`src/hdl/nalsplit_pkg.sv`:
```
// Types, constants and start code helper for the Annex B NAL unit splitter.
package nalsplit_pkg;

	localparam int unsigned WIN_BYTES = 5;
	localparam int unsigned PKT_W = 17;

	localparam logic [7:0] SC_MARK = 8'h01;
	localparam logic [2:0] SC_LONG = 3'd4;
	localparam logic [2:0] SC_SHORT = 3'd3;
	localparam logic [2:0] SC_NONE = 3'd0;
	// Bytes that remain readable while more input is still to come.
	localparam logic [2:0] AHEAD = 3'd6;

	localparam logic [4:0] TYPE_NON_IDR = 5'd1;
	localparam logic [4:0] TYPE_IDR = 5'd5;

	localparam logic [PKT_W-1:0] MAX_PKT_RESET = 17'd4096;

	typedef enum logic [1:0] {
		ERR_NONE = 2'd0,
		ERR_NO_START = 2'd1,
		ERR_END_START = 2'd2,
		ERR_ADJ_START = 2'd3
	} err_code_t;

	typedef struct packed {
		logic [7:0] data;
		logic unit_first;
		logic unit_last;
		logic packet_first;
		logic packet_last;
		logic [4:0] unit_type;
		logic has_stamp;
		logic [31:0] stamp;
		err_code_t error;
		logic stream_end;
		logic run_last;
	} res_t;

	// Length of a start code that begins at b0, given r readable bytes.
	function automatic logic [2:0] code_len(input logic [7:0] b0, input logic [7:0] b1,
			input logic [7:0] b2, input logic [7:0] b3, input logic [2:0] r);
		logic zero2;
		zero2 = (b0 == 8'h00) && (b1 == 8'h00);
		if (r >= SC_LONG && zero2 && b2 == 8'h00 && b3 == SC_MARK) begin
			return SC_LONG;
		end else if (r >= SC_SHORT && zero2 && b2 == SC_MARK) begin
			return SC_SHORT;
		end else begin
			return SC_NONE;
		end
	endfunction

endpackage

```
`src/hdl/annexb_nal_unit_splitter.sv`:
```
// Annex B byte stream splitter that marks NAL unit and packet boundaries.
//
// Channel | Direction | Handshake          | Payload
// in      | input     | in_valid/in_stall  | in_byte, in_last
// out     | output    | out_valid/out_stall| out_byte, unit/packet marks, stamp, error_code
// cfg     | input     | cfg_valid/cfg_ready| cfg_data (max_packet_bytes)
//
// One byte is taken per cycle while in_stall is low. The first four bytes of a stream fill
// the lookahead window and give no result; after that each byte gives one result, shown in
// the cycle after it is taken. The final byte flushes the window: it gives up to five
// results, one per cycle while out_stall allows, and in_stall stays high until every byte
// held in the window (at most 4) has given its result; it also follows out_stall while the
// output register is full. Reset clears the window, the stamp counter and the sticky error;
// max_packet_bytes resets to 4096.
module annexb_nal_unit_splitter import nalsplit_pkg::*; #(
	parameter int unsigned STAMP_WIDTH = 32
) (
	input  logic        clk,
	input  logic        arst_n,
	input  logic        in_valid,
	output logic        in_stall,
	input  logic [7:0]  in_byte,
	input  logic        in_last,
	input  logic        cfg_valid,
	output logic        cfg_ready,
	input  logic [16:0] cfg_data,
	output logic        out_valid,
	input  logic        out_stall,
	output logic [7:0]  out_byte,
	output logic        unit_first,
	output logic        unit_last,
	output logic        packet_first,
	output logic        packet_last,
	output logic [4:0]  unit_type,
	output logic        has_stamp,
	output logic [31:0] stamp,
	output logic [1:0]  error_code,
	output logic        stream_end,
	output logic        run_last
);

	logic [WIN_BYTES-1:0][7:0] win_q, vw;
	logic [2:0] fill_q, vfill, rem, r1, cl0, cl1;
	logic flush_q, fin, last_out;
	logic sas_q, sas_d;
	logic [2:0] scl_q, scl_d;
	logic [PKT_W-1:0] pkt_q, pkt_d, lim, maxp_q;
	logic [PKT_W:0] pkt_inc;
	logic [STAMP_WIDTH-1:0] ctr_q, ctr_d;
	logic [STAMP_WIDTH+31:0] ctr_ext;
	err_code_t sticky_q, sticky_d;
	logic [4:0] hdr;
	logic err, ulast;
	logic out_free, accept, emit_en;
	res_t res, res_q;
	logic out_valid_q;

	assign cfg_ready = 1'b1;
	assign out_free = !out_valid_q || !out_stall;
	assign in_stall = flush_q || !out_free;
	assign accept = in_valid && !in_stall;
	assign emit_en = (flush_q && out_free) || (accept && (in_last || fill_q == 3'd4));

	assign fin = flush_q || in_last;
	assign vfill = flush_q ? fill_q : fill_q + 3'd1;
	assign rem = fin ? vfill : AHEAD;
	assign r1 = rem - 3'd1;
	assign last_out = fin && (vfill == 3'd1);
	assign ctr_ext = {32'd0, ctr_q};
	assign lim = (maxp_q == '0) ? PKT_W'(1) : maxp_q;

	// The window as seen this cycle: during a flush the stored bytes, otherwise the
	// stored bytes with the incoming byte placed behind them.
	always_comb begin
		vw = win_q;
		if (!flush_q) begin
			for (int i = 0; i < WIN_BYTES; i++) begin
				if (fill_q == 3'(i)) begin
					vw[i] = in_byte;
				end
			end
		end
	end

	assign cl0 = code_len(vw[0], vw[1], vw[2], vw[3], rem);
	assign cl1 = code_len(vw[1], vw[2], vw[3], vw[4], r1);

	always_comb begin
		res = '0;
		res.data = vw[0];
		sas_d = sas_q;
		scl_d = scl_q;
		pkt_d = pkt_q;
		ctr_d = ctr_q;
		sticky_d = sticky_q;
		err = 1'b0;
		ulast = 1'b0;
		hdr = '0;
		pkt_inc = {1'b0, pkt_q} + 18'd1;
		if (sticky_q == ERR_NONE) begin
			if (sas_q) begin
				if (cl0 == SC_NONE) begin
					sticky_d = ERR_NO_START;
					err = 1'b1;
				end else begin
					sas_d = 1'b0;
					scl_d = cl0;
					res.unit_first = 1'b1;
					if (rem > cl0) begin
						hdr = (cl0 == SC_LONG) ? vw[4][4:0] : vw[3][4:0];
					end
					res.unit_type = hdr;
					if (hdr == TYPE_NON_IDR || hdr == TYPE_IDR) begin
						res.has_stamp = 1'b1;
						res.stamp = ctr_ext[31:0];
						ctr_d = ctr_q + STAMP_WIDTH'(1);
					end
				end
			end
			if (!err) begin
				if (scl_d != 3'd0) begin
					scl_d = scl_d - 3'd1;
					if (scl_d == 3'd0) begin
						if (r1 == 3'd0) begin
							sticky_d = ERR_END_START;
							err = 1'b1;
						end else if (cl1 != SC_NONE) begin
							sticky_d = ERR_ADJ_START;
							err = 1'b1;
						end
					end
				end else if (r1 == 3'd0 || cl1 != SC_NONE) begin
					ulast = 1'b1;
					sas_d = 1'b1;
				end
			end
			if (!err) begin
				res.unit_last = ulast;
				res.packet_first = (pkt_q == '0);
				if (pkt_inc >= {1'b0, lim} || ulast) begin
					res.packet_last = 1'b1;
					pkt_d = '0;
				end else begin
					pkt_d = pkt_inc[PKT_W-1:0];
				end
			end else begin
				res.unit_first = 1'b0;
				res.unit_type = '0;
				res.has_stamp = 1'b0;
				res.stamp = '0;
			end
		end
		res.error = sticky_d;
		res.stream_end = last_out;
		res.run_last = !fin || last_out;
	end

	always_ff @(posedge clk or negedge arst_n) begin
		if (!arst_n) begin
			win_q <= '0;
			fill_q <= '0;
			flush_q <= 1'b0;
			sas_q <= 1'b1;
			scl_q <= '0;
			pkt_q <= '0;
			ctr_q <= '0;
			sticky_q <= ERR_NONE;
			maxp_q <= MAX_PKT_RESET;
			out_valid_q <= 1'b0;
		end else begin
			if (cfg_valid && cfg_ready) begin
				maxp_q <= cfg_data;
			end
			if (emit_en) begin
				ctr_q <= ctr_d;
				sticky_q <= sticky_d;
				flush_q <= fin && !last_out;
				// The end of a stream clears everything but the stamp counter, the error and max_packet_bytes.
				if (last_out) begin
					win_q <= '0;
					fill_q <= '0;
					sas_q <= 1'b1;
					scl_q <= '0;
					pkt_q <= '0;
				end else begin
					win_q <= {8'h00, vw[WIN_BYTES-1:1]};
					fill_q <= vfill - 3'd1;
					sas_q <= sas_d;
					scl_q <= scl_d;
					pkt_q <= pkt_d;
				end
			end else if (accept) begin
				win_q <= vw;
				fill_q <= fill_q + 3'd1;
			end
			if (emit_en) begin
				out_valid_q <= 1'b1;
			end else if (!out_stall) begin
				out_valid_q <= 1'b0;
			end
		end
	end

	always_ff @(posedge clk) begin
		if (emit_en) begin
			res_q <= res;
		end
	end

	assign out_valid = out_valid_q;
	assign out_byte = res_q.data;
	assign unit_first = res_q.unit_first;
	assign unit_last = res_q.unit_last;
	assign packet_first = res_q.packet_first;
	assign packet_last = res_q.packet_last;
	assign unit_type = res_q.unit_type;
	assign has_stamp = res_q.has_stamp;
	assign stamp = res_q.stamp;
	assign error_code = res_q.error;
	assign stream_end = res_q.stream_end;
	assign run_last = res_q.run_last;

`ifndef SYNTHESIS
	a_fill_range: assert property (@(posedge clk) disable iff (!arst_n)
		fill_q <= 3'd4)
		else $error("lookahead window fill out of range");

	a_error_sticky: assert property (@(posedge clk) disable iff (!arst_n)
		sticky_q != ERR_NONE |=> sticky_q == $past(sticky_q))
		else $error("sticky error changed after being set");

	a_error_quiet: assert property (@(posedge clk) disable iff (!arst_n)
		out_valid_q && res_q.error != ERR_NONE |-> !res_q.unit_first && !res_q.has_stamp
			&& !res_q.packet_last)
		else $error("boundary marks given after a stream error");

	a_end_run: assert property (@(posedge clk) disable iff (!arst_n)
		out_valid_q && res_q.stream_end |-> res_q.run_last && !flush_q)
		else $error("stream end without end of run or with flush pending");
`endif

endmodule

```
`config.mk`:
```
export PLATFORM = sky130hd
export DESIGN_NAME = annexb_nal_unit_splitter
export DESIGN_NICKNAME = d
export VERILOG_FILES = /design/src/hdl/nalsplit_pkg.sv /design/src/hdl/annexb_nal_unit_splitter.sv
export SDC_FILE = /design/constraint.sdc
export NUM_CORES = 1
export LEC_CHECK = 0
export BUFFER_PORTS_ARGS = -buffer_cell sky130_fd_sc_hd__buf_2
export CAP_MARGIN = 25
export CORE_ASPECT_RATIO = 0.7
export CORE_MARGIN = 3
export CORE_UTILIZATION = 50
export CTS_BUF_LIST = sky130_fd_sc_hd__clkbuf_4
export CTS_CLUSTER_DIAMETER = 120
export DETAILED_ROUTE_END_ITERATION = 6
export MAX_ROUTING_LAYER = met4
export PLACE_DENSITY = 0.74
export SLEW_MARGIN = 0
export SYNTH_ARGS = -nofsm -noshare
export SYNTH_HDL_FRONTEND = slang
export SYNTH_SLANG_ARGS = --single-unit
```
`constraint.sdc`:
```
create_clock -name clk -period 10.3 [get_ports clk]
set_input_delay 2.06 -clock clk [delete_from_list [all_inputs] [get_ports clk]]
set_output_delay 2.06 -clock clk [all_outputs]
set_load 0.005 [all_outputs]
```
Word level (Yosys, flattened, before mapping)
Index checks and enable logic that the tools add are counted.
{"block": "totals", "register_bits": 171, "inputBits": 31, "out_inout_bits": 57, "elab_cells": 174}
{"block": "classes", "add_sub_neg": 6, "order_cmp": 6, "eq_ne": 13, "mux": 66, "bitwise_logic": 4, "reduce_logical": 54}
{"cell": "two-way mux 40 bit", "count": 3}
{"cell": "two-way mux 17 bit", "count": 5}
{"cell": "two-way mux 3 bit", "count": 14}
{"cell": "two-way mux 8 bit", "count": 5}
{"cell": "logical NOT 17 bit", "count": 2}
{"cell": "two-way mux 33 bit", "count": 1}
{"cell": "adder 32 x 1 -> 32 bit (second input constant)", "count": 1}
{"cell": "logical NOT 8 bit", "count": 4}
{"cell": "two-way mux 32 bit", "count": 1}
{"cell": "two-way mux 5 bit", "count": 5}
{"cell": "equality test 8 x 1 -> 1 bit (second input constant)", "count": 3}
{"cell": "two-way mux 1 bit", "count": 22}
{"cell": "two-way mux 2 bit", "count": 10}
{"cell": "adder 17 x 1 -> 18 bit (second input constant)", "count": 1}
{"cell": "greater-or-equal comparator 18 x 17 -> 1 bit", "count": 1}
{"cell": "logical AND 1 bit", "count": 17}
{"cell": "logical NOT 3 bit", "count": 4}
{"cell": "logical OR 1 bit", "count": 9}
{"cell": "subtractor 3 x 1 -> 3 bit (second input constant)", "count": 3}
{"cell": "equality test 3 x 1 -> 1 bit (second input constant)", "count": 2}
{"cell": "equality test 3 x 2 -> 1 bit (second input constant)", "count": 2}
{"cell": "equality test 3 bit (second input constant)", "count": 2}
{"cell": "greater-or-equal comparator 3 x 2 -> 1 bit (second input constant)", "count": 2}
{"cell": "greater-or-equal comparator 3 bit (second input constant)", "count": 2}
{"cell": "other kinds (18)", "count": 28}

Longest topological paths before layout
Gate-level depths: netlist of the first run.
{"block": "depth", "ltp_word": 22, "ltp_mapped": 21, "ltp_nobuf": 18}

Worst setup path after synthesis of the first run
OpenSTA, ideal clock, no wires.
{"block": "synth_timing", "path_kind": "input port to flip-flop", "startpoint": "in in_byte[1]", "endpoint": "reg ctr_q[31]", "setup_ns": 0.079, "arrival_time_ns": 5.440, "required_time_ns": 10.221, "setup_slack_ns": 4.781, "path_stages": 16, "n_path_buf": 1, "cell_sequence": "nor4_4 nand4b_1 a22oi_1 nand2_1 nor3_1 inv_1 ha_1 nor2b_1 o21ai_0 a2111oi_0 o211a_1 nand3b_2 or4_1 buf_2 nor3_2 xor2_1"}
{"block": "synth_between", "elab_chain_cells": 17, "elab_cells_between_ends": 32}
{"item": "start, declared", "line_no": "annexb_nal_unit_splitter.sv:22", "source": "input logic [7:0] in_byte,"}
{"item": "two-way mux 8 bit", "line_no": "annexb_nal_unit_splitter.sv:78", "source": "if (fill_q == 3'(i)) begin"}
{"item": "two-way mux 40 bit (*)", "line_no": "annexb_nal_unit_splitter.sv:76", "source": "if (!flush_q) begin"}
{"item": "parallel branches: the longest is 14 deep, another holds greater-than comparator 3 bit"}
{"item": "AND reduction 5 bit (no line) (*)"}
{"item": "end signal, assigned", "line_no": "annexb_nal_unit_splitter.sv:175", "source": "ctr_q <= ctr_d;"}
{"item": "end, declared", "line_no": "annexb_nal_unit_splitter.sv:49", "source": "logic [STAMP_WIDTH-1:0] ctr_q, ctr_d;"}
Mark *: on every way between the ends. The select of a mux whose other input is x is not followed.
A chain may end at the register's enable or synchronous reset.

Worst setup path in the final report of the first run
Ends and elaborated chain as after synthesis.

==> summary.md, run 1 <==
Summing all multi-input logic gate instances after layout gives 4430 um2. The tools report the count of different cell masters after synthesis as 70. The kind of cell adding the most delay to the critical path is simple AND/OR/NAND/NOR gates.

The die boundary width is 170 um. For this run, the slowest stage of the critical path takes 810 ps. The post-synthesis compound-gate area fraction came out at 13.0%.

The number of hold buffers added after CTS was 0. The post-CTS repair timing setup buffer count is 0. In this run, synthesis inferred 54 flip-flops with an integrated enable. In this run the tightest slew margin relative to its limit is 29.1%. The most common cell in the synthesized netlist is dfrtp_1.

Summing the areas of all xor and xnor instances in the mapped netlist gives 4.11% of the synthesized area. Among all flip-flop cells after synthesis, the most frequent one is dfrtp_1. The run gives 4 as the maximum level of the CTS H-tree. The logs give 88 for the boundary pin count and 1261 for the post-route non-filler standard cell count.

CTS saw 171 sinks. Number of pins with negative max-slew slack in the final report: 0. Post-synthesis instance area: 9380 um2. The tools report the initial core utilization as 51.5%. After detailed placement, the design holds a cell count of 1227. After legalization and detailed placement, the total HPWL measured 14.7 mm. From bottom edge to top edge, the die measures 121 um.

The die area was 20500 um2; the final critical delay including setup and external delays was 5950 ps. Dividing the synthesized area by the synthesized cell count gives 9.91 um2. After synthesis, the most frequently instantiated cells are 115 x dfrtp_1, 106 x nand2_1, 82 x o21ai_0, 54 x edfxtp_1, 52 x inv_1. Entering global routing, the biggest net connects 86 pins.

At the end of the flow, the number of nets in the layout was 1080. Dividing the final minimum period by the clock period gives 57.8%. Start of the worst register-to-register path: fill_q[0].

The cell sitting at the root of the clock tree is a clkbuf_4. Number of cells traversed by the worst register-to-register path: 14. For this run, the detailed router's first-pass iteration total came to 5. Once detail routing completed, the nets flagged for antenna violations numbered 0.

Fraction of synthesized cell area taken by the top area cell type: 30.7%. The share of flip-flops with an asynchronous set or reset after synthesis is 68.4%. The worst-path cell with the longest stage delay is a222oi_1. Of the total synthesized cell area, the portion taken by AND, OR, NAND and NOR gates is 19.3%. The power per unit of standard cell area is 240 nW/um2, and the ratio of cells with drive above 1 in the final layout is 17.9%. For this design the static power due to leakage is 4.62 nW. Startpoint of the lowest-slack hold path: ctr_q[31]. The endpoint of the worst hold-timing path is ctr_q[31]. The congestion estimate from routability-driven global placement came to 0.903. The count of port buffers added during placement was 86; the number of filler cells placed in the layout was 1586. The average routed wire per standard cell came out at 16.9 um.

For the final database, setup skew stands at 27.9 ps. The required time of the critical path was 10820 ps; the vias per cell was 5.78. The critical path goes through buf_2, nor4_4, nand4b_1, a222oi_1, nand3_1, ha_1, o21ai_0, a2111oi_0, o211a_1, nand3b_2, or4_1, nor3_2, xor2_1.

For the minimum setup slack among reg-to-reg paths, the log shows 4820 ps. The critical path is of the input pin to flip-flop type. The run gives 590 ps as the insertion delay of the later-clocked pin in the worst-skew pair. The tools report the number of global-route vias before repair as 6853.

Compared with the post-synthesis result, the final layout area differs by 10.4%. Summed over all layers, the routed wires come to 21.3 mm. The cell depth of the worst min-delay path was 1.

The buffering stage count on the worst path with inverters included came out at 1. The total of max-cap violations was 0; the post-synthesis share of cell area spent on full adders, half adders and majority gates was 5.07%. The number of buffers created by CTS is 17, and the net count after synthesis is 1015. TritonCTS built the clock tree. The run gives 0 ps as the aggregate negative setup slack. The tools report the destination of the worst register-to-register timing path as ctr_q[31]. Of all nets on the critical path, the largest fanout is 7. The tools report the total via count after detailed routing as 7284.

The final-report hold violation count was 0; the number of endpoints failing setup at the final stage was 0. The tools report the origin of the worst setup path as in_byte[1]. Utilization after layout: 56.8%. The worst setup path is captured at a flip-flop.

Across every metal layer, demand over resource in global routing totals 22.2%. Clock-pin slew was measured on the worst setup and hold paths at 160 ps. The classification of the worst-slack hold path is flip-flop to flip-flop.

Cell taking the most area after synthesis: dfrtp_1. The DRC violations left is 0. In this run the deepest clock path goes through 2 buffers. For the pin with the worst max-slew slack, the measured transition is 1060 ps. The initialized floorplan defines 41 standard-cell rows.

Dominant combinational cell family by area after synthesis: simple AND/OR/NAND/NOR gates. The run finished with clean final reports. The standard cell core area is 18200 um2, and the post-synthesis register bit count is 171. Setup repair after global routing left no endpoint under its margin. Measured against the total synthesized area, the mux share comes to 5.47%.

The worst setup path is launched from an input pin. The detailed router finished its first iteration with 766 violations. The tightest hold path in the finished design has a slack of 487 ps.

The cell count after synthesis came out at 946. During synthesis, Yosys emitted a total of 0 warnings. Data on the critical path arrives at its endpoint at 6480 ps. Sequential elements use 48.5% of the synthesized area.

The logs give 1 for the number of antenna violations at the first check in global routing and 0 for the total congestion overflow after global routing. For the maximum ir drop on the vdd rail, the log shows 111 uV. The first global-routing pass estimated 35.6 mm of wire. After clock tree synthesis, the repair step resized 0 gates. Static timing analysis puts the maximum clock frequency at 0.168 GHz.

Ranked by total cell area, the synthesized netlist is headed by dfrtp_1 31%, edfxtp_1 17%, ha_1 5.1%. The register area came out at 4550 um2.
==> flip-flops by register name, indices dropped and copies added (netlist names), 2 cells and up <==
register and flops:
pkt_q 17, scl_q 3, win_q 40, stamp 32, maxp_q 17, error_code 2
sticky_q 2, unit_type 5, fill_q 3, out_byte 8, ctr_q 32
==> worst register-to-register path: stages (launching register included) <==
cell and delay, ps:
dfrtp_1 530, inv_1 130, ha_1 240, nor3b_2 730
nand4b_1 210, a222oi_1 760, nand3_1 240, ha_1 350
o21ai_0 110, a2111oi_0 640, o211a_1 290, nand3b_2 170
or4_1 630, nor3_2 240, xor2_1 160
==> layer usage <==
| metal | global-route usage (%) | wire (um) | up-vias | part of all wire (%) |
|---|---|---|---|---|
| met5 | - | 0 | - | 0 |
| met4 | 5.72 | 235 | 0 | 1.1 |
| met3 | 4.25 | 1620 | 21 | 7.6 |
| met2 | 29.4 | 8690 | 261 | 41 |
| met1 | 34.7 | 10800 | 3495 | 51 |
| li1 | - | - | 3507 | - |
==> placed cells by master, fill, tap and decap left out, types with 17 or more instances in the layout <==
cell type,instances
ha_1,38
nand3_1,28
o21ai_0,80
and2_1,35
nor2_1,35
mux2_2,26
clkbuf_4,17
nand2_1,106
xnor2_1,29
edfxtp_1,54
dfrtp_1,115
a21oi_1,43
mux2i_1,22
nor3_1,32
buf_2,85
inv_1,51
==> logic make-up after synthesis <==
logic type	after synthesis
buf+inv	104
mux	48
simple gates	337
other cells	1
flops	171
fa+ha+maj	38
compound gates	203
xor+xnor	44
==> per-stage QoR <==
step                worst slack (ps)  instance area (um2)  power (mW)
global route                    3890                10400        2.68
finish                          4350                10400        2.49
floorplan                       4780                 9380        1.73
global placement                4070                 9980        2.02
detailed placement              3860                 9980        2.04
CTS                             4490                10300        2.47
==> area by class of cell <==
class	count	share of cell area, %
clock buffers	17	1.23
multi-input cells	671	42.8
repair buffers	97	5.17
inverters	53	1.93
well taps	236	2.85
flip-flops and latches	171	44.0
clock inverters	15	2.04
diodes	1	0.0242
==> how the worst max path moves through the flow <==
stage	depth (start not counted)	end	slack (ps)
finish	13	ctr_q[31]	4350
global route	15	pkt_q[3]	3890
CTS	15	pkt_q[8]	4490
detailed placement	15	pkt_q[9]	3860
global placement	15	pkt_q[8]	4070
floorplan	16	ctr_q[31]	4780
==> where the power goes <==
group          internal [mW]  switching [mW]
clock                  0.142           0.288
sequential             0.884           0.138
combinational          0.403           0.631
total                   1.43            1.06
(Power assumes the default switching activity.)
==> run 2, diff against run 1 <==
Settings changed: ABC_AREA set to 1.
Clock period 10.3 ns to 5.5 ns, I/O delays scaled along.
==> summary.md, run 2 <==
The worst hold path terminates at ctr_q[31]. Across every metal layer, demand over resource in global routing totals 24.3%. For this run, the share of the core covered by cells in the final layout is 56.2%.

After the flow finishes, the layout carries non-filler instances totaling 1692. The tool flagged a number of max-cap violations equal to 0. The run gives 5020 ps as the signal arrival time at the worst endpoint. The startpoint of the lowest-slack hold path is ctr_q[31]. Once the floorplan was initialized, standard cells occupied 51.8% of the core. The post-synthesis register bit count was 171. Summing the sequential cell areas from Yosys gives 43.5% of the chip area. Final-report hold violation count: 0. Leaving out fill and tap cells, the most frequent cell in the layout is nand2_1. In this run, synthesis inferred 54 flip-flops with an integrated enable. Counting the buffers created by CTS gives 17. The run gives 1343 as the post-synthesis cell count.

Hold is met by 490 ps. Overall power consumption after layout is estimated at 4.94 mW. The sequential cells in the finished layout cover a total of 4550 um2. The fraction of synthesized cell area taken by the top area cell type is 27.5%.

The average routed wire per standard cell works out to 15.4 um. The maximum ir drop on the vdd rail was 352 uV; the number of global-route vias before repair was 8211. The clock transition at the register clock pins on the worst setup and hold paths after CTS is 170 ps, and the standard cell area after detailed placement is 11100 um2. The number of cells traversed by the worst register-to-register path was 21.

The endpoint identified for the worst register-to-register timing path is stamp[21]. Yosys instantiated no cell more often than nand2_1. The count of nets left with antenna violations once routing finished came out at 0. During synthesis, Yosys emitted a total of 0 warnings.

Setup repair after global routing left no endpoint under its margin. The tools report the required time of the critical path as 5860 ps. The floorplan step set the die height to 127 um. The worst setup slack after placement is 661 ps. Subtracting the final worst setup slack from the clock period gives 4660 ps.

The standard cell core area is 20200 um2. The logs give 0 ps for the aggregate negative setup slack and 0.983 for the placer's final routability congestion estimate. Worst-margin pin slew: 937 ps.

The number of flip-flops in the largest register was 40; the total congestion overflow after global routing was 0. Buffers placed on the I/O ports in this run total 86. Yosys attributes the largest share of cell area to dfrtp_1 28%, edfxtp_1 16%, nand2_1 14%.

The run gives 0 as the antenna diode count. In this run the worst path has a maximum fanout of 25. The vias per cell came out at 5.31. Entering global routing, the biggest net connects 71 pins. Hold repair after CTS inserted 0 buffers. The tree built by TritonCTS fans out to 171 sinks. The worst pin sits at a relative slew slack of 37.5%. The logs give 0 for the number of antenna violations at the first check in global routing and 43 for the site row count. Setup violations remaining at the end of the flow were counted as 0. The total via count after detailed routing is 8989, and the wire length of the first global-routing pass is 43.0 mm. The first TritonRoute pass finished after 6 iterations.

Cell taking the most area after synthesis: dfrtp_1. The synthesized netlist contains 48 unique library cells. The element type at the critical path start was a flip-flop. The tools report the kind of end point of the critical path as a flip-flop. The run finished with clean final reports. The area of combinational cells with multiple inputs is 5000 um2, and the minimum setup slack among reg-to-reg paths is 840 ps. The dominant synthesized flop cell is dfrtp_1. Gates resized during post-CTS repair numbered 0.

The finished cells cover 11300 um2. TritonCTS built the clock tree. The post-synthesis instance area is 10500 um2, and the final clock skew is 30.4 ps. The run gives 0 as the number of pins with negative max-slew slack in the final report. Largest register by flop count: win_q.

Cells with a size suffix above 1 make up 13.6% of the layout. Buffers added to address setup during post-CTS repair amount to 0. Once placement completed, the tool counted placed cells totaling 1660. Along the worst hold path, the cell count comes to 2. The H-tree generated during clock tree synthesis spans 4 levels. In this run, the number of DRC markers left after iteration 0 of detailed routing was 1189. In the layout the commonest cells are 392 x nand2_1, 158 x inv_1, 118 x nand3_1.

For this run, the post-layout net count is 1478. The tightest min-delay check is of the flip-flop to flip-flop type. The die covers 22700 um2. The leakage power was 5.49 nW. After detailed routing, the number of remaining DRC violations is 0. For the HPWL reported at the end of detailed placement, the log shows 18.9 mm.

The start of the worst register-to-register path is fill_q[2]. The synthesis-to-finish area growth is 8.45%. During I/O placement, the number of pins put on the boundary was 88. At the later pin of the worst-skew pair, clock insertion delay measures 600 ps.

For this block, the routed nets add up to 26.0 mm of wire. In the post-route analysis, the smallest setup slack over all paths is 840 ps. The period utilization is 84.7%. Of all flip-flops after synthesis, the portion carrying an async set or reset was 68.4%. Derived from the worst setup path, the maximum achievable clock frequency is 0.215 GHz. In this run the horizontal extent of the chip is 179 um. Fill cells in the final layout number 1891. The power per unit of standard cell area is 436 nW/um2, and the net count after synthesis is 1412. In the synthesized netlist, the cells that appear most often are 393 x nand2_1, 159 x inv_1, 118 x nand3_1, 115 x dfrtp_1, 108 x o21ai_0. The per-instance average area after synthesis was 7.78 um2. The clock passes through at most 2 buffers. Clock tree synthesis selected as its root buffer the cell clkbuf_4. The worst setup path is of the flip-flop to flip-flop kind.
[run 2: area by class of cell]
type,instances,share of cell area [%]
clock buffers,19,1.26
clock inverters,13,1.25
inverters,166,5.52
multi-input cells,955,44.1
flip-flops and latches,171,40.2
well taps,270,2.98
repair buffers,98,4.72
[run 2: logic make-up (layout without fill, tap and decap cells)]
kind of cell	after synthesis	after routing	share of synthesized area [%]
other	1	1	0.0359
XOR/XNOR	45	45	3.77
flip-flops	171	171	43.5
adder cells (fa/ha/maj)	38	38	4.55
AND/OR/NAND/NOR	712	712	30.9
buffers and inverters	217	296	8.70
AO/OA/AOI/OAI	159	159	8.49
[run 2: report_power, final]
part           internal (mW)  total [mW]  switching, mW  leakage, nW
Combinational          0.704        2.33           1.62         3.27
Clock                  0.286       0.767          0.481        0.153
Sequential              1.72        1.85          0.134         2.06
[run 2: critical path, cell delays in order (launching register included)]
cell and delay, ps:
dfrtp_1 490, inv_4 140, ha_1 340, nand2_2 280, o21ai_1 400, nand2_1 90
nor2_1 160, nand3_1 140, nor2_4 220, nand3_2 160, o21ai_0 220, ha_1 270
inv_1 50, ha_1 270, nand3_1 100, inv_1 90, nand2_2 90, nand3_2 130
inv_2 70, nand2_4 430, buf_12 240, nor2_4 40
[run 2: worst max-delay path by stage]
stage	depth (start not counted)	from	to	slack (ps)
5_1_grt	22	fill_q[0]	stamp[19]	440
2_1_floorplan	25	in_last	stamp[10]	1630
6_report	21	fill_q[2]	stamp[21]	840
3_3_place_gp	26	in_last	stamp[18]	840
3_5_place_dp	26	in_last	stamp[21]	660
4_1_cts	22	fill_q[0]	stamp[21]	860
[run 2: routing by layer]
metal  part of all wire [%]  GRT usage [%]  up-vias  routed length (um)
li1                       -              -     4476                   -
met1                     49           36.9     4112               12700
met2                     41           32.8      380               10700
met3                    9.2           6.27       21                2390
met4                   0.91           4.62        0                 237
met5                      0              -        -                   0
